[src/design/gbd_pkg.sv]
// ---------------------------------------------------------------------------
// Graph traversal engine package
// Shared payload types, function codes and sizing constants.
// ---------------------------------------------------------------------------
package gbd_pkg;
  localparam int unsigned MaxVertices = 32;
  localparam int unsigned MaxDegree   = 8;

  typedef enum logic [2:0] {
    FUNC_ADD    = 3'd0,
    FUNC_REMOVE = 3'd1,
    FUNC_FIND   = 3'd2,
    FUNC_BFS    = 3'd3,
    FUNC_DFS    = 3'd4
  } func_e;

  localparam logic [1:0] STATUS_OK    = 2'd0;
  localparam logic [1:0] STATUS_RANGE = 2'd1;
  localparam logic [1:0] STATUS_FULL  = 2'd2;

  typedef struct packed {
    logic [2:0] func;
    logic [4:0] vertex_a;
    logic [4:0] vertex_b;
  } in_item_t;

  typedef struct packed {
    logic [4:0] visited_vertex;
    logic       last_result;
    logic       link_hit;
    logic [1:0] status_code;
  } out_item_t;

  // Classified command handed from front to back.
  typedef struct packed {
    logic       reject;
    logic [1:0] reject_status;
    logic [2:0] func;
    logic [4:0] vertex_a;
    logic [4:0] vertex_b;
  } cmd_t;
endpackage

[src/design/graph_bfs_dfs_engine_unit.sv]
// ---------------------------------------------------------------------------
// Graph BFS/DFS engine
// Neighbor-list graph store with link commands and traversals.
// ---------------------------------------------------------------------------
// channel | direction | handshake
// cfg     | in        | cfg_we_i, cfg_wdata_i
// in      | in        | in_valid_i / in_ready_o
// out     | out       | out_valid_o / out_ready_i
// Link commands scan one list of the neighbor memory newest first, alternating
// a read state and a check state per entry; a remove then shifts the later
// entries down one by one.
// A traversal pops each vertex, emits it and checks each of its neighbor entries.
// Reset clears counts and visit bits at once; no clearing pass.
// Output stalls hold the back end; the two-entry queue keeps the front open until it fills.
module graph_bfs_dfs_engine_unit #(
  parameter int unsigned MAX_VERTICES = gbd_pkg::MaxVertices,
  parameter int unsigned MAX_DEGREE   = gbd_pkg::MaxDegree
) (
  input  logic               clk_i,
  input  logic               rst_ni,
  input  logic               cfg_we_i,
  input  logic [5:0]         cfg_wdata_i,
  input  logic               in_valid_i,
  output logic               in_ready_o,
  input  gbd_pkg::in_item_t  in_data_i,
  output logic               out_valid_o,
  input  logic               out_ready_i,
  output gbd_pkg::out_item_t out_data_o
);
  import gbd_pkg::*;

  logic [5:0] vc_q, live_n;
  logic       cmd_valid, cmd_ready;
  cmd_t       cmd;

  always_ff @(posedge clk_i or negedge rst_ni) begin
    if (!rst_ni) vc_q <= 6'd32;
    else if (cfg_we_i) vc_q <= cfg_wdata_i;
  end

  always_comb begin
    live_n = vc_q;
    if ({26'd0, live_n} > MAX_VERTICES) live_n = 6'(MAX_VERTICES);
    if (live_n > 6'd32) live_n = 6'd32;
  end

  gbd_front u_front (
    .clk_i, .rst_ni, .live_n_i(live_n), .in_valid_i, .in_ready_o, .in_data_i,
    .cmd_valid_o(cmd_valid), .cmd_ready_i(cmd_ready), .cmd_o(cmd)
  );

  gbd_back #(.MAX_VERTICES(MAX_VERTICES), .MAX_DEGREE(MAX_DEGREE)) u_back (
    .clk_i, .rst_ni, .live_n_i(live_n), .cmd_valid_i(cmd_valid),
    .cmd_ready_o(cmd_ready), .cmd_i(cmd), .out_valid_o, .out_ready_i,
    .out_data_o
  );
endmodule

[src/design/gbd_front.sv]
// ---------------------------------------------------------------------------
// Graph engine front end
// Accepts input beats, range-checks them and queues classified commands.
// ---------------------------------------------------------------------------
module gbd_front (
  input  logic              clk_i,
  input  logic              rst_ni,
  input  logic [5:0]        live_n_i,
  input  logic              in_valid_i,
  output logic              in_ready_o,
  input  gbd_pkg::in_item_t in_data_i,
  output logic              cmd_valid_o,
  input  logic              cmd_ready_i,
  output gbd_pkg::cmd_t     cmd_o
);
  import gbd_pkg::*;

  cmd_t       fifo_q [2];
  logic       wr_q, rd_q;
  logic [1:0] cnt_q;
  cmd_t       cmd_in;
  logic       push, pop, a_bad, b_bad, trav;

  always_comb begin
    a_bad = {1'b0, in_data_i.vertex_a} >= live_n_i;
    b_bad = {1'b0, in_data_i.vertex_b} >= live_n_i;
    trav  = (in_data_i.func == FUNC_BFS) || (in_data_i.func == FUNC_DFS);
    cmd_in.func     = in_data_i.func;
    cmd_in.vertex_a = in_data_i.vertex_a;
    cmd_in.vertex_b = in_data_i.vertex_b;
    cmd_in.reject_status = STATUS_OK;
    cmd_in.reject = 1'b0;
    if (trav) begin
      cmd_in.reject = a_bad;
      cmd_in.reject_status = a_bad ? STATUS_RANGE : STATUS_OK;
    end else if (in_data_i.func > FUNC_DFS) begin
      cmd_in.reject = 1'b1;
    end else if (a_bad || b_bad) begin
      cmd_in.reject = 1'b1;
      cmd_in.reject_status = STATUS_RANGE;
    end
  end

  assign in_ready_o  = cnt_q != 2'd2;
  assign push        = in_valid_i && in_ready_o;
  assign cmd_valid_o = cnt_q != 2'd0;
  assign pop         = cmd_valid_o && cmd_ready_i;
  assign cmd_o       = fifo_q[rd_q];

  always_ff @(posedge clk_i) begin
    if (push) fifo_q[wr_q] <= cmd_in;
  end

  always_ff @(posedge clk_i or negedge rst_ni) begin
    if (!rst_ni) begin
      wr_q <= 1'b0; rd_q <= 1'b0; cnt_q <= 2'd0;
    end else begin
      if (push) wr_q <= ~wr_q;
      if (pop) rd_q <= ~rd_q;
      cnt_q <= cnt_q + {1'b0, push} - {1'b0, pop};
    end
  end
endmodule

[src/design/gbd_back.sv]
// ---------------------------------------------------------------------------
// Graph engine back end
// Executes link commands and traversals over the neighbor memory.
// ---------------------------------------------------------------------------
module gbd_back #(
  parameter int unsigned MAX_VERTICES = gbd_pkg::MaxVertices,
  parameter int unsigned MAX_DEGREE   = gbd_pkg::MaxDegree
) (
  input  logic               clk_i,
  input  logic               rst_ni,
  input  logic [5:0]         live_n_i,
  input  logic               cmd_valid_i,
  output logic               cmd_ready_o,
  input  gbd_pkg::cmd_t      cmd_i,
  output logic               out_valid_o,
  input  logic               out_ready_i,
  output gbd_pkg::out_item_t out_data_o
);
  import gbd_pkg::*;

  // Vertex ids are five bits wide, so no more than 32 lists are ever used.
  localparam int NV = (MAX_VERTICES > 32) ? 32 : MAX_VERTICES;
  localparam int VW = (NV > 1) ? $clog2(NV) : 1;
  localparam int DW = (MAX_DEGREE > 1) ? $clog2(MAX_DEGREE) : 1;
  localparam int CW = $clog2(MAX_DEGREE + 2);
  localparam int MD = NV * (1 << DW);
  localparam int WL = 32;
  localparam int WW = 5;

  typedef enum logic [9:0] {
    ST_IDLE   = 10'b0000000001,
    ST_ADD_A  = 10'b0000000010,
    ST_ADD_B  = 10'b0000000100,
    ST_SCAN   = 10'b0000001000,
    ST_SHIFT  = 10'b0000010000,
    ST_TPOP   = 10'b0000100000,
    ST_TREAD  = 10'b0001000000,
    ST_TCHECK = 10'b0010000000,
    ST_EMIT   = 10'b0100000000,
    ST_SREAD  = 10'b1000000000
  } state_e;

  state_e state_q;

  logic [4:0]          mem_q [MD];
  logic [4:0]          rdata_q;
  logic                mem_we;
  logic [VW+DW-1:0]    mem_wa, mem_ra;
  logic [4:0]          mem_wd;
  logic [CW-1:0]       count_q [NV];
  logic [NV-1:0]       vis_q;
  logic [4:0]          wl_q [WL];
  logic [5:0]          wcnt_q, head_q;
  cmd_t                cmd_q;
  logic [VW-1:0]       cur_q;
  logic [CW-1:0]       idx_q;
  logic                dfs_q;
  logic                ovalid_q;
  out_item_t           odata_q;
  logic [VW-1:0]       va, vb, adj_v;
  logic [CW-1:0]       cnt_a, cnt_b;
  logic                room, more;

  assign va    = cmd_q.vertex_a[VW-1:0];
  assign vb    = cmd_q.vertex_b[VW-1:0];
  assign cnt_a = count_q[va];
  assign cnt_b = count_q[vb];
  assign adj_v = rdata_q[VW-1:0];
  assign more  = dfs_q ? (wcnt_q != 6'd0) : (head_q < wcnt_q);
  assign cmd_ready_o = (state_q == ST_IDLE) && !ovalid_q;
  assign out_valid_o = ovalid_q;
  assign out_data_o  = odata_q;

  always_comb begin
    if (va == vb) room = ({1'b0, cnt_a} + (CW+1)'(2)) <= (CW+1)'(MAX_DEGREE);
    else room = (cnt_a < CW'(MAX_DEGREE)) && (cnt_b < CW'(MAX_DEGREE));
  end

  // Memory write port and read address.
  always_comb begin
    mem_we = 1'b0;
    mem_wa = {va, cnt_a[DW-1:0]};
    mem_wd = cmd_q.vertex_b;
    mem_ra = {cur_q, idx_q[DW-1:0]};
    unique case (state_q)
      ST_ADD_A: begin mem_we = room; end
      ST_ADD_B: begin
        mem_we = 1'b1; mem_wa = {vb, cnt_b[DW-1:0]}; mem_wd = cmd_q.vertex_a;
      end
      ST_SHIFT: begin
        mem_we = idx_q < cnt_a; mem_wa = {va, idx_q[DW-1:0] - DW'(1)}; mem_wd = rdata_q;
      end
      ST_SREAD, ST_TREAD: begin
        mem_ra = {cur_q, idx_q[DW-1:0] - DW'(1)};
      end
      default: ;
    endcase
  end

  always_ff @(posedge clk_i) begin
    if (mem_we) mem_q[mem_wa] <= mem_wd;
    rdata_q <= mem_q[mem_ra];
  end

  always_ff @(posedge clk_i) begin
    if (cmd_valid_i && cmd_ready_o) cmd_q <= cmd_i;
  end

  always_ff @(posedge clk_i or negedge rst_ni) begin
    if (!rst_ni) begin
      state_q  <= ST_IDLE;
      ovalid_q <= 1'b0;
      vis_q    <= '0;
      wcnt_q   <= '0;
      head_q   <= '0;
      for (int i = 0; i < NV; i++) count_q[i] <= '0;
      cur_q <= '0; idx_q <= '0; dfs_q <= 1'b0;
    end else begin
      if (ovalid_q && out_ready_i) ovalid_q <= 1'b0;
      unique case (state_q)
        ST_IDLE: begin
          if (cmd_valid_i && cmd_ready_o) begin
            if (cmd_i.reject) begin
              odata_q  <= '{5'd0, 1'b1, 1'b0, cmd_i.reject_status};
              ovalid_q <= 1'b1;
            end else if (cmd_i.func == FUNC_ADD) begin
              state_q <= ST_ADD_A;
            end else if (cmd_i.func == FUNC_BFS || cmd_i.func == FUNC_DFS) begin
              vis_q <= NV'(1) << cmd_i.vertex_a[VW-1:0];
              wl_q[0] <= cmd_i.vertex_a;
              wcnt_q <= 6'd1; head_q <= '0;
              dfs_q <= cmd_i.func == FUNC_DFS;
              state_q <= ST_TPOP;
            end else begin
              cur_q <= cmd_i.vertex_a[VW-1:0];
              idx_q <= count_q[cmd_i.vertex_a[VW-1:0]];
              state_q <= ST_SREAD;
            end
          end
        end
        ST_ADD_A: begin
          if (!room) begin
            odata_q <= '{5'd0, 1'b1, 1'b0, STATUS_FULL};
            ovalid_q <= 1'b1; state_q <= ST_IDLE;
          end else begin
            count_q[va] <= cnt_a + CW'(1);
            state_q <= ST_ADD_B;
          end
        end
        ST_ADD_B: begin
          count_q[vb] <= cnt_b + CW'(1);
          odata_q <= '{5'd0, 1'b1, 1'b0, STATUS_OK};
          ovalid_q <= 1'b1; state_q <= ST_IDLE;
        end
        // Scan newest first; SREAD issues the read for idx-1 and SCAN checks the data it returns.
        ST_SREAD: begin
          if (idx_q == '0) begin
            odata_q <= '{5'd0, 1'b1, 1'b0, STATUS_OK};
            ovalid_q <= 1'b1; state_q <= ST_IDLE;
          end else begin
            idx_q <= idx_q - CW'(1);
            state_q <= ST_SCAN;
          end
        end
        ST_SCAN: begin
          if (rdata_q == cmd_q.vertex_b) begin
            if (cmd_q.func == FUNC_REMOVE) begin
              idx_q <= idx_q + CW'(1);
              state_q <= ST_TCHECK;
            end else begin
              odata_q <= '{5'd0, 1'b1, 1'b1, STATUS_OK};
              ovalid_q <= 1'b1; state_q <= ST_IDLE;
            end
          end else begin
            state_q <= ST_SREAD;
          end
        end
        // Shift entries above the hit down by one, one per TCHECK/SHIFT pair.
        ST_SHIFT: begin
          if (idx_q >= cnt_a) begin
            count_q[va] <= cnt_a - CW'(1);
            odata_q <= '{5'd0, 1'b1, 1'b1, STATUS_OK};
            ovalid_q <= 1'b1; state_q <= ST_IDLE;
          end else begin
            idx_q <= idx_q + CW'(1);
            state_q <= ST_TCHECK;
          end
        end
        ST_TPOP: begin
          if (!ovalid_q) begin
            if (dfs_q) begin
              cur_q <= wl_q[wcnt_q[4:0] - 5'd1][VW-1:0];
              wcnt_q <= wcnt_q - 6'd1;
              odata_q <= '{wl_q[wcnt_q[4:0] - 5'd1], 1'b0, 1'b0, STATUS_OK};
            end else begin
              cur_q <= wl_q[head_q[4:0]][VW-1:0];
              head_q <= head_q + 6'd1;
              odata_q <= '{wl_q[head_q[4:0]], 1'b0, 1'b0, STATUS_OK};
            end
            state_q <= ST_EMIT;
          end
        end
        ST_EMIT: begin
          idx_q <= count_q[cur_q];
          state_q <= ST_TREAD;
        end
        ST_TREAD: begin
          if (idx_q == '0) begin
            odata_q.last_result <= !more;
            ovalid_q <= 1'b1;
            state_q <= more ? ST_TPOP : ST_IDLE;
          end else begin
            idx_q <= idx_q - CW'(1);
            state_q <= ST_TCHECK;
          end
        end
        ST_TCHECK: begin
          if (cmd_q.func == FUNC_REMOVE) begin
            state_q <= ST_SHIFT;
          end else begin
            if ({1'b0, rdata_q} < live_n_i && !vis_q[adj_v]) begin
              vis_q[adj_v] <= 1'b1;
              if (wcnt_q < 6'(WL)) begin
                wl_q[wcnt_q[WW-1:0]] <= rdata_q;
                wcnt_q <= wcnt_q + 6'd1;
              end
            end
            state_q <= ST_TREAD;
          end
        end
        default: state_q <= ST_IDLE;
      endcase
    end
  end
endmodule

[config.mk]
export PLATFORM = sky130hd
export DESIGN_NAME = graph_bfs_dfs_engine_unit
export DESIGN_NICKNAME = d
export VERILOG_FILES = /design/src/design/gbd_pkg.sv /design/src/design/graph_bfs_dfs_engine_unit.sv /design/src/design/gbd_front.sv /design/src/design/gbd_back.sv
export SDC_FILE = /design/constraint.sdc
export NUM_CORES = 2
export LEC_CHECK = 0
export BUFFER_PORTS_ARGS = -buffer_cell sky130_fd_sc_hd__buf_2
export CAP_MARGIN = 20
export CELL_PAD_IN_SITES_DETAIL_PLACEMENT = 0
export CELL_PAD_IN_SITES_GLOBAL_PLACEMENT = 1
export CORE_ASPECT_RATIO = 2
export CORE_MARGIN = 3
export CORE_UTILIZATION = 57
export DETAILED_ROUTE_END_ITERATION = 7
export PLACE_DENSITY = 0.91
export SLEW_MARGIN = 25
export SYNTH_ARGS = -nofsm -noshare
export SYNTH_HDL_FRONTEND = slang
export SYNTH_SLANG_ARGS = --single-unit
[constraint.sdc]
create_clock -name clk_i -period 19.1 [get_ports clk_i]
set_clock_uncertainty 0.15 [all_clocks]
set_input_delay 1.91 -clock clk_i [delete_from_list [all_inputs] [get_ports clk_i]]
set_output_delay 1.91 -clock clk_i [all_outputs]
set_load 0.005 [all_outputs]
==> out/qor.yml <==
floorplan:
  rows: 200
  start_util_pct: 57.5
  dieArea_sq_um: 155000
  coreArea_sq_um: 149000
  ios: 35
  die_w_um: 280
  die_h_um: 554
cts:
  cts.sinks: 1700
  clk_transition_reported_paths_ns: 0.07
  postCtsSetupRepairBufs: 0
  cts.path.max_buffers: 4
  ctsResizeCount: 0
  cts-root-buf: "clkbuf_16"
  numCtsBuffers: 149
  h-tree-depth: 4
  holdBufCountCts: 0
  cts_tree: "built"
  clkLatencyLatePin_ns: 0.81
sta:
  setup_viol: 0
  setup_slack_ns: 11.72
  clock.fmax_mhz: 135
  slew-limit-headroom_pct: 16.4
  slew_viol_final: 0
  period_minus_slack_ns: 7.38
  max_slew.worst_pin.slew_ns: 1.25
  hold_viol: 0
  timing.final.crit_share_pct: 38.7
  tns_ns: 0
  rsz0062_at_grt: "no"
pwr:
  power.leakage_uw: 0.0297
  fin_total_pwr_uw: 14500
  vdd_drop_max_v: 0.000140
  power_density_nw_per_um2: 157
setup_path:
  path_cells: "buf_4 -> mux4_2 -> a22oi_1 -> nand4_1 -> inv_1 -> ha_1 -> nor2b_1 -> o21ai_0 -> nand2b_1 -> a21oi_1 -> a21oi_1 -> nand2_1 -> nand3_1 -> buf_4 -> nor2_1"
  rr_startpoint: "u_back.va[0]"
  path_delay_family: "simple AND/OR/NAND/NOR gates"
  startpoint: "u_back.va[0]"
  startpoint_type: "register"
  worstPathArrival_ns: 7.63
  critPathMaxFanout: 36
  critPathBufInv: 3
  max_stage_delay_ns: 0.92
  path_class: "register to register"
  critical_path_required_ns: 19.35
  endpoint_kind: "register"
  crit_slowest_cell: "nand3_1"
hold_path:
  min_from: "u_front.wr_q"
  hold_class: "register to register"
route:
  first_pass_iters: 8
  vias: 66700
  drc_errors: 1
  drt_iter0_drc: 9596
  via_per_inst: 7.59
  antenna_left: 0
  wire_per_inst_um: 36.0
  drt-total-wl_um: 316000
run_status:
  status: "finished, violations left"
  violations: "DRC"
synth:
  synth_top_area_cell: "edfxtp_1"
  async_reset_ff_share_pct: 11.9
  synth-compound-area-share_pct: 13.0
  synth_cell_type_count: 101
  synth_area_sq_um: 85600
  yosys-top-cells-area: "edfxtp_1 (52%), mux4_2 (7.4%), dfrtp_1 (5.9%)"
  synth-adder-area-share_pct: 0.617
  yosysMostFrequentCell: "edfxtp_1"
  yosysWarnings: 0
  syn_nets: 7022
  avgSynthCellArea_sq_um: 12.3
  synth_top_cell_area_share_pct: 52.3
  synthSimpleGateAreaFrac_pct: 10.9
  synth-xor-area-share_pct: 0.326
  seq_area_frac_synth_pct: 58.4
  synthFlopType: "edfxtp_1"
  synth_top_family_by_area: "multiplexers"
  synthCells: 6957
  synthMuxAreaShare_pct: 13.6
  synth_edf_count: 1492
  ys_seq_elements: 1700
  netlist_top_cells_count: "edfxtp_1 (1492), nand2_1 (719), nor2_1 (636)"
flow_run:
  drv_cap: 0
grt:
  overflow: 0
  grt_max_degree: 131
  grt_pass1_wl_um: 450000
  grt_pass1_vias: 65700
  antenna_found_initial: 18
  grt_use_total_pct: 40.5
placement:
  dpl.hpwl_um: 199000
  finalWeightedCongestion: 1.08
  dp_slack_ns: 12.01
  port_buffers: 34
final_layout:
  syn2layout_area_growth_pct: 8.07
  n_fill_cell: 11000
  final_layout_size_suffix_gt1_share_pct: 14.8
  nets: 6810
  postLayoutCoreUtil_pct: 62.1
## layout by cell type, fill, tap and decap left out, types with 168 or more instances in the layout
cell type and count:
mux2_2 168, mux2i_1 336, nand2_1 705, o21ai_0 319
nand3_1 244, dfrtp_1 194, nor2_1 635, a21oi_1 365
edfxtp_1 1492, mux4_2 280, o22ai_1 328
## kinds of logic (layout without fill, tap and decap cells)
family / after synthesis / after routing
and+or+nand+nor: 2083 / 2083
DFF: 1700 / 1700
AOI/OAI and AO/OA: 1697 / 1697
muxes: 794 / 794
buffers and inverters: 611 / 509
adders and majority gates: 41 / 41
xor gates and xnor gates: 31 / 31
other: 0 / 14
## layout make-up
class	count	area [sq um]	share of cell area, %
multi-input cells	4646	33400	36.1
clock inverters	80	881	0.952
repair buffers	208	1610	1.74
well taps	1919	2400	2.60
inverters	40	158	0.170
clock buffers	181	3990	4.32
flip-flops and latches	1700	50000	54.1
diodes	14	35.0	0.0379
## worst reg2reg max path, cell delays in order, from the launching register on
cell,delay (ns)
edfxtp_1,0.63
buf_4,0.64
mux4_2,0.66
a22oi_1,0.39
nand4_1,0.49
inv_1,0.26
ha_1,0.27
nor2b_1,0.13
o21ai_0,0.14
nand2b_1,0.08
a21oi_1,0.28
a21oi_1,0.11
nand2_1,0.51
nand3_1,0.92
buf_4,0.56
nor2_1,0.74
## power by group
part	switching [uW]	internal (uW)	leakage, uW	total (uW)
sequential	183	4660	0.0162	4840
clock	1400	1710	0.00237	3110
combinational	4740	1810	0.0111	6550
## through the flow
step	std cells	hold WS, ns	cell area, sq um
floorplan	6957	0.302	85600
global placement	8508	0.326	87400
detailed placement	8511	0.337	87500
CTS	8772	0.350	92300
global route	8776	0.370	92500
finish	8788	0.356	92500
## registers in the layout, summed over array words and instances (netlist names), 2 cells and up, named ones only
register	cells
u_back.adj_v	5
u_back.cmd_q	3
u_back.head_q	6
u_back.idx_q	4
u_back.vb	5
u_back.state_q	10
u_back.count_q	32
vc_q	6
u_front.cnt_q	2
u_back.wcnt_q	6
u_front.fifo_q	30
u_back.va	5
u_back.mem_q	1280
u_back.cur_q	5
u_back.wl_q	160
u_back.out_data_o	9
u_back.vis_q	32
## layer usage
metal	vias up	part of all wire (%)	global-route usage, %	routed length (um)
met5	-	0.0089	0	28
met4	4	13	40.4	40700
met3	2040	11	10.0	35000
met2	5690	47	65.1	149000
met1	32200	29	42.3	91200
li1	26800	-	-	-
## final timing paths
kind | end | slack (ns) | cells past startpoint
setup / recovery | u_back.mem_q[217][4] | 11.72 | 15
hold / removal | u_front.wr_q | 0.36 | 1
setup reg to reg | u_back.mem_q[217][4] | 11.72 | 15
hold reg to reg | u_front.wr_q | 0.36 | 1
max in group asynchronous | asynchronous set/reset pin | 15.48 | 3
min in group asynchronous | u_back.vis_q[31] | 0.96 | 1
Power figures use the tool's default switching activity.
